--- config.mk ---
export PLATFORM = sky130hd
export DESIGN_NAME = triangle_tangent_generator_top
export DESIGN_NICKNAME = d
export VERILOG_FILES = /design/src/ttg_pkg.sv /design/src/ttg_mac.sv /design/src/ttg_div.sv /design/src/triangle_tangent_generator_top.sv
export SDC_FILE = /design/constraint.sdc
export NUM_CORES = 2
export LEC_CHECK = 0
export ABC_AREA = 1
export BUFFER_PORTS_ARGS = -buffer_cell sky130_fd_sc_hd__buf_2
export CORE_AREA = 2 2 335 337
export CTS_CLUSTER_DIAMETER = 100
export DETAILED_ROUTE_END_ITERATION = 10
export DIE_AREA = 0 0 337 339
export PLACE_DENSITY_LB_ADDON = 0.3
export RECOVER_POWER = 50
export SYNTH_ARGS = -nofsm -noshare
export SYNTH_HDL_FRONTEND = slang
export SYNTH_SLANG_ARGS = --single-unit
--- constraint.sdc ---
create_clock -name clk_i -period 10.1 [get_ports clk_i]
set_input_delay 0.505 -clock clk_i [delete_from_list [all_inputs] [get_ports clk_i]]
set_output_delay 0.505 -clock clk_i [all_outputs]
set_load 0.01 [all_outputs]
--- src/ttg_pkg.sv ---
`default_nettype none

package ttg_pkg;

  localparam int CoordW    = 16;
  localparam int DeltaW    = CoordW + 1;
  localparam int ProdW     = 2 * DeltaW;
  localparam int AccW      = ProdW + 1;
  localparam int QuotW     = 32;
  localparam int FracShift = 20;
  localparam int LowNumBits = QuotW - FracShift;
  localparam int AxisNum   = 3;
  localparam int AccNum    = AxisNum + 1;
  localparam int AccSelW   = 2;
  localparam int MulSteps  = 8;
  localparam int MStepW    = 4;
  localparam int OutIdxW   = 16;

  typedef logic signed [CoordW-1:0] coord_t;
  typedef logic signed [DeltaW-1:0] delta_t;
  typedef logic signed [AccW-1:0]   acc_t;
  typedef logic [AccW-1:0]          mag_t;
  typedef logic [QuotW-1:0]         quot_t;

  // Accumulator slots of the multiply-accumulate unit
  localparam logic [AccSelW-1:0] AccDet  = 2'd0;
  localparam logic [AccSelW-1:0] AccNumX = 2'd1;
  localparam logic [AccSelW-1:0] AccNumY = 2'd2;
  localparam logic [AccSelW-1:0] AccNumZ = 2'd3;

  localparam quot_t TanMax = 32'h7FFF_FFFF;
  localparam quot_t TanMin = 32'h8000_0000;

  typedef struct packed {
    logic               en;
    logic               sub;
    logic [AccSelW-1:0] sel;
  } mac_ctl_t;

  typedef enum logic [2:0] {
    ST_IDLE,
    ST_MUL,
    ST_PREP,
    ST_DIV,
    ST_FIN,
    ST_EMIT
  } state_e;

endpackage

`default_nettype wire

--- src/ttg_mac.sv ---
`default_nettype none

module ttg_mac import ttg_pkg::*; (
  input  logic     clk_i,
  input  logic     rst_ni,
  input  mac_ctl_t ctl_i,
  input  delta_t   a_i,
  input  delta_t   b_i,
  output acc_t     acc_o [AccNum]
);

  logic signed [ProdW-1:0] prod_q;
  mac_ctl_t                ctl_q;
  acc_t                    acc_q [AccNum];

  always_ff @(posedge clk_i or negedge rst_ni) begin
    if (!rst_ni) begin
      ctl_q <= '0;
    end else begin
      ctl_q <= ctl_i;
    end
  end

  always_ff @(posedge clk_i) begin
    prod_q <= a_i * b_i;
  end

  // First product of a pair loads the slot, the second is subtracted
  always_ff @(posedge clk_i) begin
    if (ctl_q.en) begin
      if (ctl_q.sub) begin
        acc_q[ctl_q.sel] <= acc_q[ctl_q.sel] - AccW'(prod_q);
      end else begin
        acc_q[ctl_q.sel] <= AccW'(prod_q);
      end
    end
  end

  assign acc_o = acc_q;

endmodule

`default_nettype wire

--- src/ttg_div.sv ---
`default_nettype none

module ttg_div import ttg_pkg::*; (
  input  logic  clk_i,
  input  logic  rst_ni,
  input  logic  start_i,
  input  mag_t  dm_i,
  input  mag_t  nm_i [AxisNum],
  output quot_t q_o [AxisNum],
  output logic  ovf_o [AxisNum],
  output logic  done_o
);

  localparam int CntW = $clog2(QuotW);

  logic            busy_q;
  logic [CntW-1:0] cnt_q;
  mag_t            dm_q;
  mag_t            r_q [AxisNum];
  quot_t           x_q [AxisNum];
  logic            ovf_q [AxisNum];
  logic [AccW+1:0] diff [AxisNum];

  always_comb begin
    for (int k = 0; k < AxisNum; k++) begin
      diff[k] = {1'b0, r_q[k], x_q[k][QuotW-1]} - {2'b00, dm_q};
    end
  end

  always_ff @(posedge clk_i or negedge rst_ni) begin
    if (!rst_ni) begin
      busy_q <= 1'b0;
      cnt_q  <= '0;
    end else if (start_i) begin
      busy_q <= 1'b1;
      cnt_q  <= '0;
    end else if (busy_q) begin
      cnt_q <= cnt_q + 1'b1;
      if (cnt_q == CntW'(QuotW - 1)) begin
        busy_q <= 1'b0;
      end
    end
  end

  // Dividend is the numerator magnitude shifted up by the fraction bits;
  // its upper part seeds the remainder, the lower part shifts in bit by bit
  // while quotient bits shift in at the bottom.
  always_ff @(posedge clk_i) begin
    if (start_i) begin
      dm_q <= dm_i;
      for (int k = 0; k < AxisNum; k++) begin
        r_q[k]   <= nm_i[k] >> LowNumBits;
        x_q[k]   <= {nm_i[k][LowNumBits-1:0], {FracShift{1'b0}}};
        ovf_q[k] <= (nm_i[k] >> LowNumBits) >= dm_i;
      end
    end else if (busy_q) begin
      for (int k = 0; k < AxisNum; k++) begin
        if (!diff[k][AccW+1]) begin
          r_q[k] <= diff[k][AccW-1:0];
          x_q[k] <= {x_q[k][QuotW-2:0], 1'b1};
        end else begin
          r_q[k] <= {r_q[k][AccW-2:0], x_q[k][QuotW-1]};
          x_q[k] <= {x_q[k][QuotW-2:0], 1'b0};
        end
      end
    end
  end

  assign q_o    = x_q;
  assign ovf_o  = ovf_q;
  assign done_o = busy_q && (cnt_q == CntW'(QuotW - 1));

endmodule

`default_nettype wire

--- src/triangle_tangent_generator_top.sv ---
// Channel  Handshake                  Payload
// in       in_valid_i / in_ready_o    vertex_index_i, pos_{x,y,z}_i, tex_{u,v}_i
// out      out_valid_o / out_ready_i  out_vertex_index_o, tangent_{x,y,z}_o,
//                                     degenerate_o, last_o
// First and second corner of a triangle: held as they are accepted.
// Third corner: products on the shared 17x17 multiplier, a setup state, the radix-2
// divider (one quotient bit per cycle), a saturate state, then three results at one per
// cycle while out_ready_i is high.
// in_ready_o stays low from the third corner until its last result is taken.
// Reset clears the sequencer and the corner count; held corners are not cleared.
`default_nettype none

module triangle_tangent_generator_top import ttg_pkg::*; #(
  parameter int INDEX_BITS = 16
) (
  input  logic                 clk_i,
  input  logic                 rst_ni,
  input  logic                 in_valid_i,
  output logic                 in_ready_o,
  input  logic [OutIdxW-1:0]   vertex_index_i,
  input  coord_t               pos_x_i,
  input  coord_t               pos_y_i,
  input  coord_t               pos_z_i,
  input  coord_t               tex_u_i,
  input  coord_t               tex_v_i,
  output logic                 out_valid_o,
  input  logic                 out_ready_i,
  output logic [OutIdxW-1:0]   out_vertex_index_o,
  output logic signed [QuotW-1:0] tangent_x_o,
  output logic signed [QuotW-1:0] tangent_y_o,
  output logic signed [QuotW-1:0] tangent_z_o,
  output logic                 degenerate_o,
  output logic                 last_o
);

  localparam int HeldW = (INDEX_BITS < OutIdxW) ? INDEX_BITS : OutIdxW;

  function automatic delta_t sub_ext(input coord_t a, input coord_t b);
    sub_ext = {a[CoordW-1], a} - {b[CoordW-1], b};
  endfunction

  state_e state_q, state_d;
  logic [1:0]        ccnt_q;
  logic [1:0]        ecnt_q;
  logic [MStepW-1:0] mstep_q;

  logic [HeldW-1:0] held_idx_q [3];
  coord_t           held_pos_q [2][AxisNum];
  coord_t           held_tex_q [2][2];

  delta_t e1_q [AxisNum];
  delta_t e2_q [AxisNum];
  delta_t du1_q, dv1_q, du2_q, dv2_q;

  logic  sign_q [AxisNum];
  logic  degen_q;
  quot_t tan_q [AxisNum];
  quot_t tan_d [AxisNum];

  coord_t   pos_in [AxisNum];
  logic     in_acc, out_acc;
  mac_ctl_t mac_ctl;
  delta_t   mul_a, mul_b;
  acc_t     acc [AccNum];
  logic     div_start, div_done;
  mag_t     dm;
  mag_t     nm [AxisNum];
  quot_t    quot [AxisNum];
  logic     ovf [AxisNum];

  assign pos_in[0] = pos_x_i;
  assign pos_in[1] = pos_y_i;
  assign pos_in[2] = pos_z_i;

  assign in_acc  = in_valid_i && in_ready_o;
  assign out_acc = out_valid_o && out_ready_i;

  // Next state
  always_comb begin
    state_d = state_q;
    unique case (state_q)
      ST_IDLE: if (in_acc && ccnt_q == 2'd2) state_d = ST_MUL;
      ST_MUL:  if (mstep_q == MStepW'(MulSteps)) state_d = ST_PREP;
      ST_PREP: state_d = ST_DIV;
      ST_DIV:  if (div_done) state_d = ST_FIN;
      ST_FIN:  state_d = ST_EMIT;
      ST_EMIT: if (out_acc && ecnt_q == 2'd2) state_d = ST_IDLE;
      default: state_d = ST_IDLE;
    endcase
  end

  // Outputs of the sequencer
  always_comb begin
    in_ready_o  = (state_q == ST_IDLE);
    out_valid_o = (state_q == ST_EMIT);
    div_start   = (state_q == ST_PREP);
  end

  // Product schedule: det = du1*dv2 - du2*dv1, n = dv2*e1 - dv1*e2
  always_comb begin
    mac_ctl.en  = (state_q == ST_MUL) && (mstep_q != MStepW'(MulSteps));
    mac_ctl.sub = mstep_q[0];
    unique case (mstep_q[2:0])
      3'd0: begin mul_a = du1_q; mul_b = dv2_q;    mac_ctl.sel = AccDet;  end
      3'd1: begin mul_a = du2_q; mul_b = dv1_q;    mac_ctl.sel = AccDet;  end
      3'd2: begin mul_a = dv2_q; mul_b = e1_q[0];  mac_ctl.sel = AccNumX; end
      3'd3: begin mul_a = dv1_q; mul_b = e2_q[0];  mac_ctl.sel = AccNumX; end
      3'd4: begin mul_a = dv2_q; mul_b = e1_q[1];  mac_ctl.sel = AccNumY; end
      3'd5: begin mul_a = dv1_q; mul_b = e2_q[1];  mac_ctl.sel = AccNumY; end
      3'd6: begin mul_a = dv2_q; mul_b = e1_q[2];  mac_ctl.sel = AccNumZ; end
      3'd7: begin mul_a = dv1_q; mul_b = e2_q[2];  mac_ctl.sel = AccNumZ; end
      default: begin mul_a = '0; mul_b = '0;       mac_ctl.sel = AccDet;  end
    endcase
  end

  always_ff @(posedge clk_i or negedge rst_ni) begin
    if (!rst_ni) begin
      state_q <= ST_IDLE;
      ccnt_q  <= '0;
      ecnt_q  <= '0;
      mstep_q <= '0;
    end else begin
      state_q <= state_d;
      if (in_acc) begin
        ccnt_q <= (ccnt_q == 2'd2) ? 2'd0 : ccnt_q + 2'd1;
      end
      mstep_q <= (state_q == ST_MUL) ? mstep_q + 1'b1 : '0;
      if (out_acc) begin
        ecnt_q <= (ecnt_q == 2'd2) ? 2'd0 : ecnt_q + 2'd1;
      end
    end
  end

  // Hold the first two corners; on the third form edges and UV deltas
  always_ff @(posedge clk_i) begin
    if (in_acc) begin
      held_idx_q[ccnt_q] <= vertex_index_i[HeldW-1:0];
      if (ccnt_q != 2'd2) begin
        held_pos_q[ccnt_q[0]]    <= pos_in;
        held_tex_q[ccnt_q[0]][0] <= tex_u_i;
        held_tex_q[ccnt_q[0]][1] <= tex_v_i;
      end else begin
        for (int k = 0; k < AxisNum; k++) begin
          e1_q[k] <= sub_ext(held_pos_q[1][k], held_pos_q[0][k]);
          e2_q[k] <= sub_ext(pos_in[k], held_pos_q[0][k]);
        end
        du1_q <= sub_ext(held_tex_q[1][0], held_tex_q[0][0]);
        dv1_q <= sub_ext(held_tex_q[1][1], held_tex_q[0][1]);
        du2_q <= sub_ext(tex_u_i, held_tex_q[0][0]);
        dv2_q <= sub_ext(tex_v_i, held_tex_q[0][1]);
      end
    end
  end

  ttg_mac u_mac (
    .clk_i  (clk_i),
    .rst_ni (rst_ni),
    .ctl_i  (mac_ctl),
    .a_i    (mul_a),
    .b_i    (mul_b),
    .acc_o  (acc)
  );

  // Magnitudes for the divider
  always_comb begin
    dm = acc[AccDet][AccW-1] ? mag_t'(-acc[AccDet]) : mag_t'(acc[AccDet]);
    for (int k = 0; k < AxisNum; k++) begin
      nm[k] = acc[k+1][AccW-1] ? mag_t'(-acc[k+1]) : mag_t'(acc[k+1]);
    end
  end

  always_ff @(posedge clk_i) begin
    if (div_start) begin
      degen_q <= (acc[AccDet] == '0);
      for (int k = 0; k < AxisNum; k++) begin
        sign_q[k] <= acc[k+1][AccW-1] ^ acc[AccDet][AccW-1];
      end
    end
  end

  ttg_div u_div (
    .clk_i   (clk_i),
    .rst_ni  (rst_ni),
    .start_i (div_start),
    .dm_i    (dm),
    .nm_i    (nm),
    .q_o     (quot),
    .ovf_o   (ovf),
    .done_o  (div_done)
  );

  // Apply sign and saturate; zero on a degenerate triangle
  always_comb begin
    for (int k = 0; k < AxisNum; k++) begin
      if (degen_q) begin
        tan_d[k] = '0;
      end else if (sign_q[k]) begin
        tan_d[k] = (ovf[k] || quot[k][QuotW-1]) ? TanMin : '0 - quot[k];
      end else begin
        tan_d[k] = (ovf[k] || quot[k][QuotW-1]) ? TanMax : quot[k];
      end
    end
  end

  always_ff @(posedge clk_i) begin
    if (state_q == ST_FIN) begin
      tan_q <= tan_d;
    end
  end

  assign out_vertex_index_o = OutIdxW'(held_idx_q[ecnt_q]);
  assign tangent_x_o        = tan_q[0];
  assign tangent_y_o        = tan_q[1];
  assign tangent_z_o        = tan_q[2];
  assign degenerate_o       = degen_q;
  assign last_o             = (ecnt_q == 2'd2);

endmodule

`default_nettype wire

==> metrics.cfg <==
[sta]
setup-tns-final_ns = 0
maxSlewViolCount = 626
layout_worst_path_cycle_share_pct = 90.2
min_period_ns = 9.11
hold_ws_ns = 0.0773
rsz0062_at_grt = false
fin_ws_ns = 0.989
slew_headroom_pct = -160
setup_viol_count_final = 0
fmax_ghz = 0.110
hold_viol = 0
max_slew.worst_pin.slew_ns = 3.91
skew_ns = 0.0388

[placed_design]
placed_cells = 9997
hpwlAfterDp_um = 183000
gp_congestion = 1.03
place_ws_ns = 1.18
numPortBuffers = 215

[status]
outcome = finished with violations
violations = max-capacitance violations, max-slew violations

[critical_path]
crit_top_cell = inv_1
slowest_delay_ns = 0.90
crit_arrival_ns = 9.70
rrSetupSlack_ns = 0.99
startpoint = mstep_q[2]
critPathKind = flip-flop to flip-flop
worstReg2RegStart = mstep_q[2]
end_kind = flip-flop
crit_end = u_mac.prod_q[30]
crit_fanout = 22
r2r-end = u_mac.prod_q[30]
r2r_cells = 27
crit_path_top_delay_cell = dfrtp_1
startpoint_type = flip-flop
critPathRequiredTime_ns = 10.69

[synth]
synth.distinct_cells = 75
yosysSeqAreaShare_pct = 37.5
synth_seq_cells = 912
syn-num-nets = 9305
synthesis.area_sq_um = 70300
synthArstFlopShare_pct = 2.30
synth_ff_type = edfxtp_1
yosysWarnings = 0
yosysTopAreaCell = edfxtp_1
synth_cells = 8427
ys_top_cells_by_area = edfxtp_1 34%, fa_1 8.8%, ha_1 8.3%
postSynthAreaPerCell_sq_um = 8.34
synth_edf_count = 797
synth_top_area_share_pct = 34.0

[cts]
clk_pin_slew_ns = 0.06
htreeDepth = 3
cts_buffer_depth = 3
clkLatencyLatePin_ns = 0.72
post_cts_buffers = 0
cts_buffers = 100
cts_tree = built
cts_root_buffer = clkbuf_16
cts.sinks = 912

[job]
maxCapViolations = 16

[global_route]
grt-ovfl-total = 0
grt_pass1_wl_um = 360000
antenna_found_initial = 5
grt_max_degree = 158
first_global_vias = 61400
grt.total_usage_pct = 41.2

[floorplan]
core_sq_um = 110000
die_w_um = 337
die_h_um = 339
rows = 122
start_util_pct = 63.7
io_pins = 216
die-area_sq_um = 114000

[layout]
nets = 9554
fin_cells = 10300
areaGrowthSynthToFinish_pct = 8.85
drive_gt1_share_pct = 4.11

[route]
wl_per_cell_um = 23.2
drt-pass1-iter-count = 10
ant_nets = 0
drc = 0
via_per_inst = 6.13
vias = 62900
routed_wl_um = 238000
drt_first_iter_violations = 7233

[hold_path]
hold_class = input pin to flip-flop

==> worst min path at each step <==
stage | startpoint | to | slack, ns | cells past startpoint
2_1_floorplan | rst_ni | ccnt_q[0] | 0.21 | 0
3_3_place_gp | mstep_q[0] | u_mac.ctl_q[2] | 0.45 | 0
3_5_place_dp | u_div.q_o[0] | u_div.q_o[1] | 0.47 | 2
4_1_cts | pos_y_i[13] | held_pos_q[0][29] | 0.0003 | 1
5_1_grt | tex_u_i[9] | held_tex_q[0][25] | 0.06 | 1
6_report | tex_u_i[9] | held_tex_q[1][25] | 0.08 | 1
==> critical path: cells and delay by family, from the launching register on <==
family / cells / cell delay (ns)
adders and majority gates: 8 / 4.55
and+or+nand+nor: 10 / 1.61
buffers and inverters: 8 / 1.47
DFF: 1 / 0.90
AOI/OAI and AO/OA: 1 / 0.43
==> cells by family (layout without fill, tap and decap cells) <==
logic type,count (synthesis),count (layout),share of synthesized area (%)
and+or+nand+nor,3335,3335,20.1
xor gates and xnor gates,328,328,4.10
DFF,912,912,37.5
adders and majority gates,778,778,17.2
buffers and inverters,1642,1975,9.02
AOI/OAI and AO/OA,1432,1432,12.2
other,0,3,0
==> stage by stage <==
| step | utilization [%] | area (sq um) |
|---|---|---|
| floorplan | - | 70300 |
| global placement | 66.0 | 72800 |
| detailed placement | 66.0 | 72800 |
| CTS | 69.7 | 76900 |
| global route | 69.3 | 76500 |
| finish | 69.3 | 76500 |
==> cell usage in the layout (no fill, tap or decap), drive strengths merged, types with 32 or more instances in the layout <==
cell type    synthesis  routed
o21ai              480     480
o211ai              32      32
a31oi               37      37
o21a                34      34
a21oi              487     487
xnor2              100     100
a21o                46      46
dfxtp               94      94
a22oi               99      99
nand2             1575    1575
xor2               228     228
nand4              100     100
ha                 468     468
inv               1458    1471
o221ai              33      33
buf                 83      47
clkbuf              99     346
edfxtp             797     797
clkinv               2      36
fa                 310     310
dlygate4sd3          0      65
nor3               178     178
nor2               934     934
nand3              471     471
==> Yosys cell counts, drive strengths merged (100+ instances only) <==
master and count:
nand2 1575, inv 1458, nor2 934, edfxtp 797, a21oi 487, o21ai 480, nand3 471, ha 468
fa 310, xor2 228, nor3 178, nand4 100, xnor2 100
==> routing by layer <==
metal,vias up,routed length [um],GRT usage (%)
li1,28500,-,-
met1,29800,87200,50.7
met4,8,16300,23.2
met5,-,47,0
met2,3777,111000,67.7
met3,792,23800,8.35
==> layout make-up <==
cell class,instances,area [sq um]
Antenna cell,3,7.51
Multi-Input combinational cell,5873,37700
Tap cell,1488,1860
Inverter,1460,5490
Timing Repair Buffer,329,1790
Clock buffer,129,2830
Sequential cell,912,26300
Clock inverter,57,573
Fill cell,8769,33800
==> state kept, by name, indices dropped and copies added, names as in the netlist, 32 cells and up <==
signal,count
tangent_y_o,32
u_div.r_q,105
tangent_x_o,32
held_pos_q,96
e2_q,51
held_idx_q,48
u_mac.acc_o,140
u_mac.prod_q,34
tangent_z_o,32
u_div.q_o,96
u_div.dm_q,35
held_tex_q,64
e1_q,51
==> what timing repair did <==
item / 4_1_cts / 5_1_grt
hold buffers: 65 / 0
resized for setup: 0 / 0
endpoints found under the setup margin: 0 / 0
endpoints found under the hold margin: 164 / 0
Power is left out: the tool's default activity adds up to more than one toggle a clock period on the data nets, which glitch-free logic cannot reach.
